$ cat src/rtl/kbd_sc_pkg.sv
// ----------------------------------------------------------------------------
// kbd_sc_pkg
// Types, key codes and translation tables for the scan code set 1 translator.
// ----------------------------------------------------------------------------
package kbd_sc_pkg;

	localparam int unsigned IN_W   = 8;
	localparam int unsigned CHAR_W = 7;
	localparam int unsigned LED_W  = 3;
	localparam int unsigned OUT_W  = 16;
	localparam int unsigned KEYS   = 96;

	localparam logic [7:0] PREFIX_BYTE = 8'hE0;
	localparam logic [6:0] LAST_KEY    = 7'h5F;
	localparam logic [6:0] K_SHIFT_L   = 7'h2A;
	localparam logic [6:0] K_SHIFT_R   = 7'h36;
	localparam logic [6:0] K_SLASH     = 7'h35;
	localparam logic [6:0] K_CAPS      = 7'h3A;
	localparam logic [6:0] K_NUM       = 7'h45;
	localparam logic [6:0] K_SCROLL    = 7'h46;
	localparam logic [6:0] CH_LOWER_A  = 7'h61;
	localparam logic [6:0] CH_LOWER_Z  = 7'h7A;

	localparam logic KIND_CHAR = 1'b0;
	localparam logic KIND_LED  = 1'b1;

	typedef struct packed {
		logic prefix_seen;
		logic caps_on;
		logic num_on;
		logic scroll_on;
		logic shift_left_down;
		logic shift_right_down;
	} kbd_state_t;

	localparam logic [CHAR_W-1:0] PLAIN_COL [0:KEYS-1] = '{
		7'h00, 7'h1b, 7'h31, 7'h32, 7'h33, 7'h34, 7'h35, 7'h36,
		7'h37, 7'h38, 7'h39, 7'h30, 7'h2d, 7'h3d, 7'h08, 7'h09,
		7'h71, 7'h77, 7'h65, 7'h72, 7'h74, 7'h79, 7'h75, 7'h69,
		7'h6f, 7'h70, 7'h5b, 7'h5d, 7'h0a, 7'h00, 7'h61, 7'h73,
		7'h64, 7'h66, 7'h67, 7'h68, 7'h6a, 7'h6b, 7'h6c, 7'h3b,
		7'h27, 7'h60, 7'h00, 7'h5c, 7'h7a, 7'h78, 7'h63, 7'h76,
		7'h62, 7'h6e, 7'h6d, 7'h2c, 7'h2e, 7'h2f, 7'h00, 7'h2a,
		7'h00, 7'h20, 7'h00, 7'h00, 7'h00, 7'h00, 7'h00, 7'h00,
		7'h00, 7'h00, 7'h00, 7'h00, 7'h00, 7'h00, 7'h00, 7'h37,
		7'h38, 7'h39, 7'h2d, 7'h34, 7'h35, 7'h36, 7'h2b, 7'h31,
		7'h32, 7'h33, 7'h30, 7'h2e, 7'h00, 7'h00, 7'h00, 7'h00,
		7'h00, 7'h00, 7'h00, 7'h00, 7'h00, 7'h00, 7'h00, 7'h00
	};

	localparam logic [CHAR_W-1:0] SHIFT_COL [0:KEYS-1] = '{
		7'h00, 7'h1b, 7'h21, 7'h40, 7'h23, 7'h24, 7'h25, 7'h5e,
		7'h26, 7'h2a, 7'h28, 7'h29, 7'h5f, 7'h2b, 7'h08, 7'h09,
		7'h51, 7'h57, 7'h45, 7'h52, 7'h54, 7'h59, 7'h55, 7'h49,
		7'h4f, 7'h50, 7'h7b, 7'h7d, 7'h0a, 7'h00, 7'h41, 7'h53,
		7'h44, 7'h46, 7'h47, 7'h48, 7'h4a, 7'h4b, 7'h4c, 7'h3a,
		7'h22, 7'h7e, 7'h00, 7'h7c, 7'h5a, 7'h58, 7'h43, 7'h56,
		7'h42, 7'h4e, 7'h4d, 7'h3c, 7'h3e, 7'h3f, 7'h00, 7'h2a,
		7'h00, 7'h20, 7'h00, 7'h00, 7'h00, 7'h00, 7'h00, 7'h00,
		7'h00, 7'h00, 7'h00, 7'h00, 7'h00, 7'h00, 7'h00, 7'h00,
		7'h00, 7'h00, 7'h2d, 7'h00, 7'h00, 7'h00, 7'h2b, 7'h00,
		7'h00, 7'h00, 7'h00, 7'h7f, 7'h00, 7'h00, 7'h00, 7'h00,
		7'h00, 7'h00, 7'h00, 7'h00, 7'h00, 7'h00, 7'h00, 7'h00
	};

endpackage

$ cat src/rtl/keyboard_scancode_to_ascii_unit.sv
// ----------------------------------------------------------------------------
// keyboard_scancode_to_ascii_unit
// Scan code set 1 byte stream to ASCII characters and LED settings.
// ----------------------------------------------------------------------------
// Path: an accepted byte is registered in stage 1 and translated there; its
// result is then registered in the output stage, which drives m_tvalid.
// Throughput: one byte per cycle while the output is not stalled; the
// one-entry state memory is read at accept and written back as the byte leaves stage 1, with forwarding.
// Reset: arst_n clears pipeline valids and the memory's valid bit, so the
// state reads as all zero until the first write-back.
// ----------------------------------------------------------------------------
module keyboard_scancode_to_ascii_unit (
	input  logic                              clk,
	input  logic                              arst_n,
	input  logic                              s_tvalid,
	output logic                              s_tready,
	input  logic [kbd_sc_pkg::IN_W-1:0]       s_tdata,  // [7:0] scan_byte
	output logic                              m_tvalid,
	input  logic                              m_tready,
	output logic                              m_tuser,  // [0] result_kind
	output logic [kbd_sc_pkg::OUT_W-1:0]      m_tdata   // [6:0] char_code,
	                                                    // [9:7] led_bits
);

	kbd_sc_pkg::kbd_state_t state_mem [0:0];
	logic                   mem_vld_q;

	logic                          vld_s1;
	logic [kbd_sc_pkg::IN_W-1:0]   byte_s1;
	kbd_sc_pkg::kbd_state_t        st_s1;

	logic                          out_vld_q;
	logic                          kind_q;
	logic [kbd_sc_pkg::CHAR_W-1:0] char_q;
	logic [kbd_sc_pkg::LED_W-1:0]  led_q;

	kbd_sc_pkg::kbd_state_t        st_next;
	logic                          res_vld;
	logic                          res_kind;
	logic [kbd_sc_pkg::CHAR_W-1:0] res_char;
	logic [kbd_sc_pkg::LED_W-1:0]  res_led;
	logic                          out_free;
	logic                          adv_s1;
	logic                          acc_in;

	logic                          ext;
	logic [6:0]                    key;
	logic [kbd_sc_pkg::CHAR_W-1:0] plain_ch;
	logic [kbd_sc_pkg::CHAR_W-1:0] shift_ch;
	logic                          shift;

	assign out_free = !out_vld_q || m_tready;
	assign adv_s1   = vld_s1 && (!res_vld || out_free);
	assign s_tready = !vld_s1 || adv_s1;
	assign acc_in   = s_tvalid && s_tready;

	// translate the byte in stage 1 against the state read for it
	always_comb begin
		st_next  = st_s1;
		res_vld  = 1'b0;
		res_kind = kbd_sc_pkg::KIND_CHAR;
		res_char = '0;
		res_led  = '0;
		ext      = st_s1.prefix_seen;
		key      = byte_s1[6:0];
		plain_ch = '0;
		shift_ch = '0;
		shift    = 1'b0;
		if (key <= kbd_sc_pkg::LAST_KEY) begin
			plain_ch = kbd_sc_pkg::PLAIN_COL[key];
			shift_ch = kbd_sc_pkg::SHIFT_COL[key];
		end
		if (byte_s1 == kbd_sc_pkg::PREFIX_BYTE) begin
			st_next.prefix_seen = 1'b1;
		end else begin
			st_next.prefix_seen = 1'b0;
			if (key <= kbd_sc_pkg::LAST_KEY) begin
				if (byte_s1[7]) begin
					if (!ext && key == kbd_sc_pkg::K_SHIFT_L)
						st_next.shift_left_down = 1'b0;
					if (!ext && key == kbd_sc_pkg::K_SHIFT_R)
						st_next.shift_right_down = 1'b0;
				end else begin
					if (!ext && key == kbd_sc_pkg::K_SHIFT_L)
						st_next.shift_left_down = 1'b1;
					if (!ext && key == kbd_sc_pkg::K_SHIFT_R)
						st_next.shift_right_down = 1'b1;
					if (key == kbd_sc_pkg::K_NUM || key == kbd_sc_pkg::K_CAPS ||
					    key == kbd_sc_pkg::K_SCROLL) begin
						if (key == kbd_sc_pkg::K_NUM)
							st_next.num_on = !st_s1.num_on;
						if (key == kbd_sc_pkg::K_CAPS)
							st_next.caps_on = !st_s1.caps_on;
						if (key == kbd_sc_pkg::K_SCROLL)
							st_next.scroll_on = !st_s1.scroll_on;
						res_vld  = 1'b1;
						res_kind = kbd_sc_pkg::KIND_LED;
						res_led  = {st_next.caps_on, st_next.num_on, st_next.scroll_on};
					end else begin
						if (ext) begin
							res_char = (key == kbd_sc_pkg::K_SLASH) ? plain_ch : shift_ch;
						end else begin
							// caps flips shift for lower-case letters only
							shift = st_s1.caps_on && plain_ch >= kbd_sc_pkg::CH_LOWER_A &&
							        plain_ch <= kbd_sc_pkg::CH_LOWER_Z;
							if (st_s1.shift_left_down || st_s1.shift_right_down)
								shift = !shift;
							res_char = shift ? shift_ch : plain_ch;
						end
						res_vld = (res_char != '0);
					end
				end
			end
		end
	end

	// state memory: write back as stage 1 retires, read at accept
	always_ff @(posedge clk) begin
		if (adv_s1)
			state_mem[0] <= st_next;
	end

	always_ff @(posedge clk or negedge arst_n) begin
		if (!arst_n) begin
			mem_vld_q <= 1'b0;
		end else if (adv_s1) begin
			mem_vld_q <= 1'b1;
		end
	end

	// forward the write-back of the byte leaving stage 1 this cycle
	always_ff @(posedge clk) begin
		if (acc_in) begin
			byte_s1 <= s_tdata;
			if (adv_s1)
				st_s1 <= st_next;
			else if (mem_vld_q)
				st_s1 <= state_mem[0];
			else
				st_s1 <= '0;
		end
	end

	always_ff @(posedge clk or negedge arst_n) begin
		if (!arst_n) begin
			vld_s1    <= 1'b0;
			out_vld_q <= 1'b0;
		end else begin
			if (acc_in)
				vld_s1 <= 1'b1;
			else if (adv_s1)
				vld_s1 <= 1'b0;
			if (adv_s1 && res_vld)
				out_vld_q <= 1'b1;
			else if (m_tready)
				out_vld_q <= 1'b0;
		end
	end

	always_ff @(posedge clk) begin
		if (adv_s1 && res_vld) begin
			kind_q <= res_kind;
			char_q <= res_char;
			led_q  <= res_led;
		end
	end

	assign m_tvalid = out_vld_q;
	assign m_tuser  = kind_q;
	assign m_tdata  = {6'b0, led_q, char_q};

endmodule

$ cat config.mk
export PLATFORM = sky130hd
export DESIGN_NAME = keyboard_scancode_to_ascii_unit
export DESIGN_NICKNAME = d
export VERILOG_FILES = /design/src/rtl/kbd_sc_pkg.sv /design/src/rtl/keyboard_scancode_to_ascii_unit.sv
export SDC_FILE = /design/constraint.sdc
export NUM_CORES = 1
export LEC_CHECK = 0
export ABC_AREA = 1
export BUFFER_PORTS_ARGS = -buffer_cell sky130_fd_sc_hd__buf_2
export CAP_MARGIN = 20
export CORE_AREA = 8 8 99 101
export CTS_BUF_LIST = sky130_fd_sc_hd__clkbuf_8
export DETAILED_ROUTE_END_ITERATION = 7
export DIE_AREA = 0 0 107 109
export PLACE_DENSITY = 0.58
export SYNTH_ARGS = -nofsm -noshare
export SYNTH_HDL_FRONTEND = slang
export SYNTH_SLANG_ARGS = --single-unit
$ cat constraint.sdc
create_clock -name clk -period 3.7 [get_ports clk]
set_input_delay 0 -clock clk [delete_from_list [all_inputs] [get_ports clk]]
set_output_delay 0 -clock clk [all_outputs]
set_load 0.03 [all_outputs]
==> metrics <==
run status complete, no violations; largest area contributor in the netlist sky130_fd_sc_hd__edfxtp_1; Max Slew Vio Count 0; Min Clock Period, post-route 3.361 ns; maximum root-to-sink buffer count 2; synth top area cells sky130_fd_sc_hd__edfxtp_1, sky130_fd_sc_hd__nand2_1, sky130_fd_sc_hd__nand3_1, sky130_fd_sc_hd__inv_1, sky130_fd_sc_hd__ha_1; worst endpoint data arrival time 3.36 ns; hold slack final 0.02927 ns; Tightest Pin Transition 0.5050 ns; routed wirelength normalized by instance count 14.27 um; number of design-rule violations left by the first detailed-router iteration 270; Die Outline Area 0.01166 mm^2; area of all placed cells without fillers 0.003894 mm^2; Synth top area share 29.20%; last weighted congestion value of the routability-driven placer 0.9507; setup clock skew after layout 0.006693 ns; aggregate routed wire length 9.118 mm; mean cell area of the mapped netlist 6.628 um^2; Setup violations, final 0; cell breakdown of the critical path inv_2 > buf_6 > ha_2 > nor2_1 > a21oi_1 > nand2_1 > nand3_1 > nand2_1 > nand2_1 > nand2_2 > nand2_2 > nor2_1 > nand2_1 > nand4_1 > nand2_4 > nand3_1 > nand3b_1 > nand2_2 > nor2_2 > nand2_2 > nand4_1 > nand2_1 > inv_2 > buf_12; Seq/Total Area, Yosys 31.55%; floorplan row count 34; startpoint of the worst register-to-register path byte_s1[0]; kind of critical path flip-flop to flip-flop; clock latency on the worst-skew pair 0.28 ns; FF-to-FF setup slack 0.34 ns; number of placed instances, taps included 615; Worst Min Path Start m_tready; type of origin of the critical path flip-flop; GRT Util Overall 15.79%; Remaining Overflow, GRT 0; placed cell area 0.003486 mm^2; cell area after technology mapping 0.003188 mm^2; largest incremental delay on the critical path 0.50 ns; placeable core region 0.008381 mm^2; yosys synthesis warning count 0; r2r worst-path depth 24; Critical path buffers and inverters 4; count of max-cap constraint violations 0; half-perimeter wire length of the detailed placement result 6.975 mm; die height 109 um; Layout Nets 555; synthesis-to-layout area growth 22.13%; non-filler cells, final 639; post-DR vias/cell 5.308; vias in the first global route 3,164; detailed-router iteration count before antenna repair 5; origin of the worst setup path byte_s1[0]; synthesized instance count 481; initial antenna violation count 0; count of input and output buffers 24; TritonCTS clock tree built; clock buffers created by TritonCTS 5; IO Pins 31; leakage power summed over all cells 0.001891 uW; data required time at the worst endpoint 3.70 ns; chip width 107 um; global-route wire length before repair 15.11 mm; post-synthesis register bit count 34; clock-pin slew of the registers on the worst-case setup and hold paths 0.07 ns; peak fanout along the critical path 14; master of the slowest instance on the critical path sky130_fd_sc_hd__edfxtp_1; class of the tightest hold or removal check primary input to flip-flop; number of hold violations in the final report 0; cell count of the worst hold path 4; htree depth 2; final worst-path cycle share 90.85%; count of nets left with antenna violations after detail routing 0; max-slew headroom at the worst pin 66.33%; most common cell type on the critical path sky130_fd_sc_hd__nand2_1; unique cell type count in the Yosys netlist 41; Root Buffer sky130_fd_sc_hd__clkbuf_8; Initial Util 38.04%; DRC viols 0; fraction of final layout cells sized beyond drive strength 1 19.40%; Via Count 3,392; post-route setup TNS 0 ns; timing-limited maximum frequency 0.2975 GHz; capturing element type of the critical path flip-flop; end of the worst register-to-register path byte_s1[7]; Crit path max-delay family simple AND/OR/NAND/NOR gates; IR Drop Worst-Case VDD 213.4 uV; largest net degree at the start of global routing 31; Pwr Density 327.6 mW/mm^2; antenna fix cells 0; end point of the worst hold path m_tvalid; Pwr Total 1276 uW; Clock Sink Count 34
## how the worst max path moves through the flow
| stage | to | slack [ns] | cells past startpoint |
|---|---|---|---|
| final | byte_s1[7] | 0.34 | 24 |
| after global routing | byte_s1[7] | -0.004 | 26 |
| after CTS | char_q[0] | 0.14 | 25 |
| after detailed placement | char_q[1] | 0.15 | 21 |
| after global placement | char_q[1] | 0.25 | 21 |
| after floorplan | byte_s1[0] | 0.11 | 25 |
## cell type report
cell class,count,area [um^2]
Fill cell,855,4487
Clock inverter,3,63.81
Inverter,63,240.2
Clock buffer,5,68.82
Tap cell,108,135.1
Timing Repair Buffer,61,442.9
Sequential cell,34,1006
Multi-Input combinational cell,365,1937
## sequential cells by signal (all words and copies together), names as in the netlist, 3 cells and up
| signal | flops |
|---|---|
| led_q | 3 |
| byte_s1 | 8 |
| state_mem | 6 |
| char_q | 7 |
| st_s1 | 5 |
## layout by cell type, fill, tap and decap left out, drive strengths merged
cell	count
dlygate4sd3	10
a22oi	1
a32o	2
nand3b	3
a2111o	1
nand4	10
nor3	6
nand3	55
a21oi	20
ha	13
inv	61
or2	1
o2111ai	1
o311ai	1
dfrtp	3
clkinv	3
a31oi	5
edfxtp	31
conb	6
a21boi	1
o211ai	5
bufinv	2
clkbuf	5
a22o	1
xor2	3
buf	51
o21ai	27
nor2	35
a211oi	1
nand2	167
## through the flow
step | util, % | worst slack [ns]
floorplan | - | 0.1107
global placement | 41.59 | 0.2451
detailed placement | 41.59 | 0.1550
CTS | 44.37 | 0.1395
global route | 46.46 | -0.003860
finish | 46.46 | 0.3386
## power by group
part	internal, uW	switching (uW)
clock	267	135
combinational	140	265
sequential	453	15.3
total	860	415
## timing repair
item                                   in CTS  in global routing
setup endpoints to repair                   0                 38
hold buffers                               10                  0
endpoints found under the hold margin      12                  0
gates resized for setup                     0                 34
buffers inserted                            0                  6
## cells in the mapped netlist
cell                        number
sky130_fd_sc_hd__nand2_1       154
sky130_fd_sc_hd__inv_1          56
sky130_fd_sc_hd__nand3_1        53
sky130_fd_sc_hd__nor2_1         33
sky130_fd_sc_hd__edfxtp_1       31
sky130_fd_sc_hd__a21oi_1        19
sky130_fd_sc_hd__o21ai_0        18
sky130_fd_sc_hd__ha_1           13
sky130_fd_sc_hd__nand2_2        12
sky130_fd_sc_hd__nand4_1        10
sky130_fd_sc_hd__buf_2           8
sky130_fd_sc_hd__buf_4           8
sky130_fd_sc_hd__o21ai_1         8
sky130_fd_sc_hd__inv_2           6
sky130_fd_sc_hd__nor3_1          6
sky130_fd_sc_hd__a31oi_1         5
sky130_fd_sc_hd__o211ai_1        5
sky130_fd_sc_hd__clkbuf_1        4
sky130_fd_sc_hd__dfrtp_1         3
sky130_fd_sc_hd__nand3b_1        3
sky130_fd_sc_hd__xor2_1          3
sky130_fd_sc_hd__a32o_1          2
sky130_fd_sc_hd__buf_6           2
sky130_fd_sc_hd__nor2_2          2
sky130_fd_sc_hd__a2111o_1        1
sky130_fd_sc_hd__a211oi_1        1
sky130_fd_sc_hd__a21boi_0        1
sky130_fd_sc_hd__a21oi_2         1
sky130_fd_sc_hd__a22o_1          1
sky130_fd_sc_hd__a22oi_1         1
sky130_fd_sc_hd__buf_1           1
sky130_fd_sc_hd__clkbuf_2        1
sky130_fd_sc_hd__clkinv_1        1
sky130_fd_sc_hd__conb_1          1
sky130_fd_sc_hd__nand2_4         1
sky130_fd_sc_hd__nand3_2         1
sky130_fd_sc_hd__nand3_4         1
sky130_fd_sc_hd__o2111ai_1       1
sky130_fd_sc_hd__o21ai_2         1
sky130_fd_sc_hd__o311ai_0        1
sky130_fd_sc_hd__or2_1           1
## worst min-delay path, cell delays in order
cell and delay, ns:
sky130_fd_sc_hd__buf_2 0.09, sky130_fd_sc_hd__nor2_1 0.08, sky130_fd_sc_hd__inv_1 0.06, sky130_fd_sc_hd__nand2_1 0.05
## metal layers
layer | vias up | global-route usage, % | wire, um
li1 | 1666 | - | -
met1 | 1520 | 19.70 | 3808
met2 | 172 | 25.93 | 4275
met3 | 34 | 3.546 | 737
met4 | 0 | 6.332 | 298
met5 | - | 0 | 0
## cells by family after synthesis
logic type	synth area share, %
DFF	31.55
other	0.1176
AOI/OAI and AO/OA	12.28
buffers and inverters	12.01
adders and majority gates	5.102
and+or+nand+nor	38.11
xor gates and xnor gates	0.8243
Power figures use the tool's default switching activity.
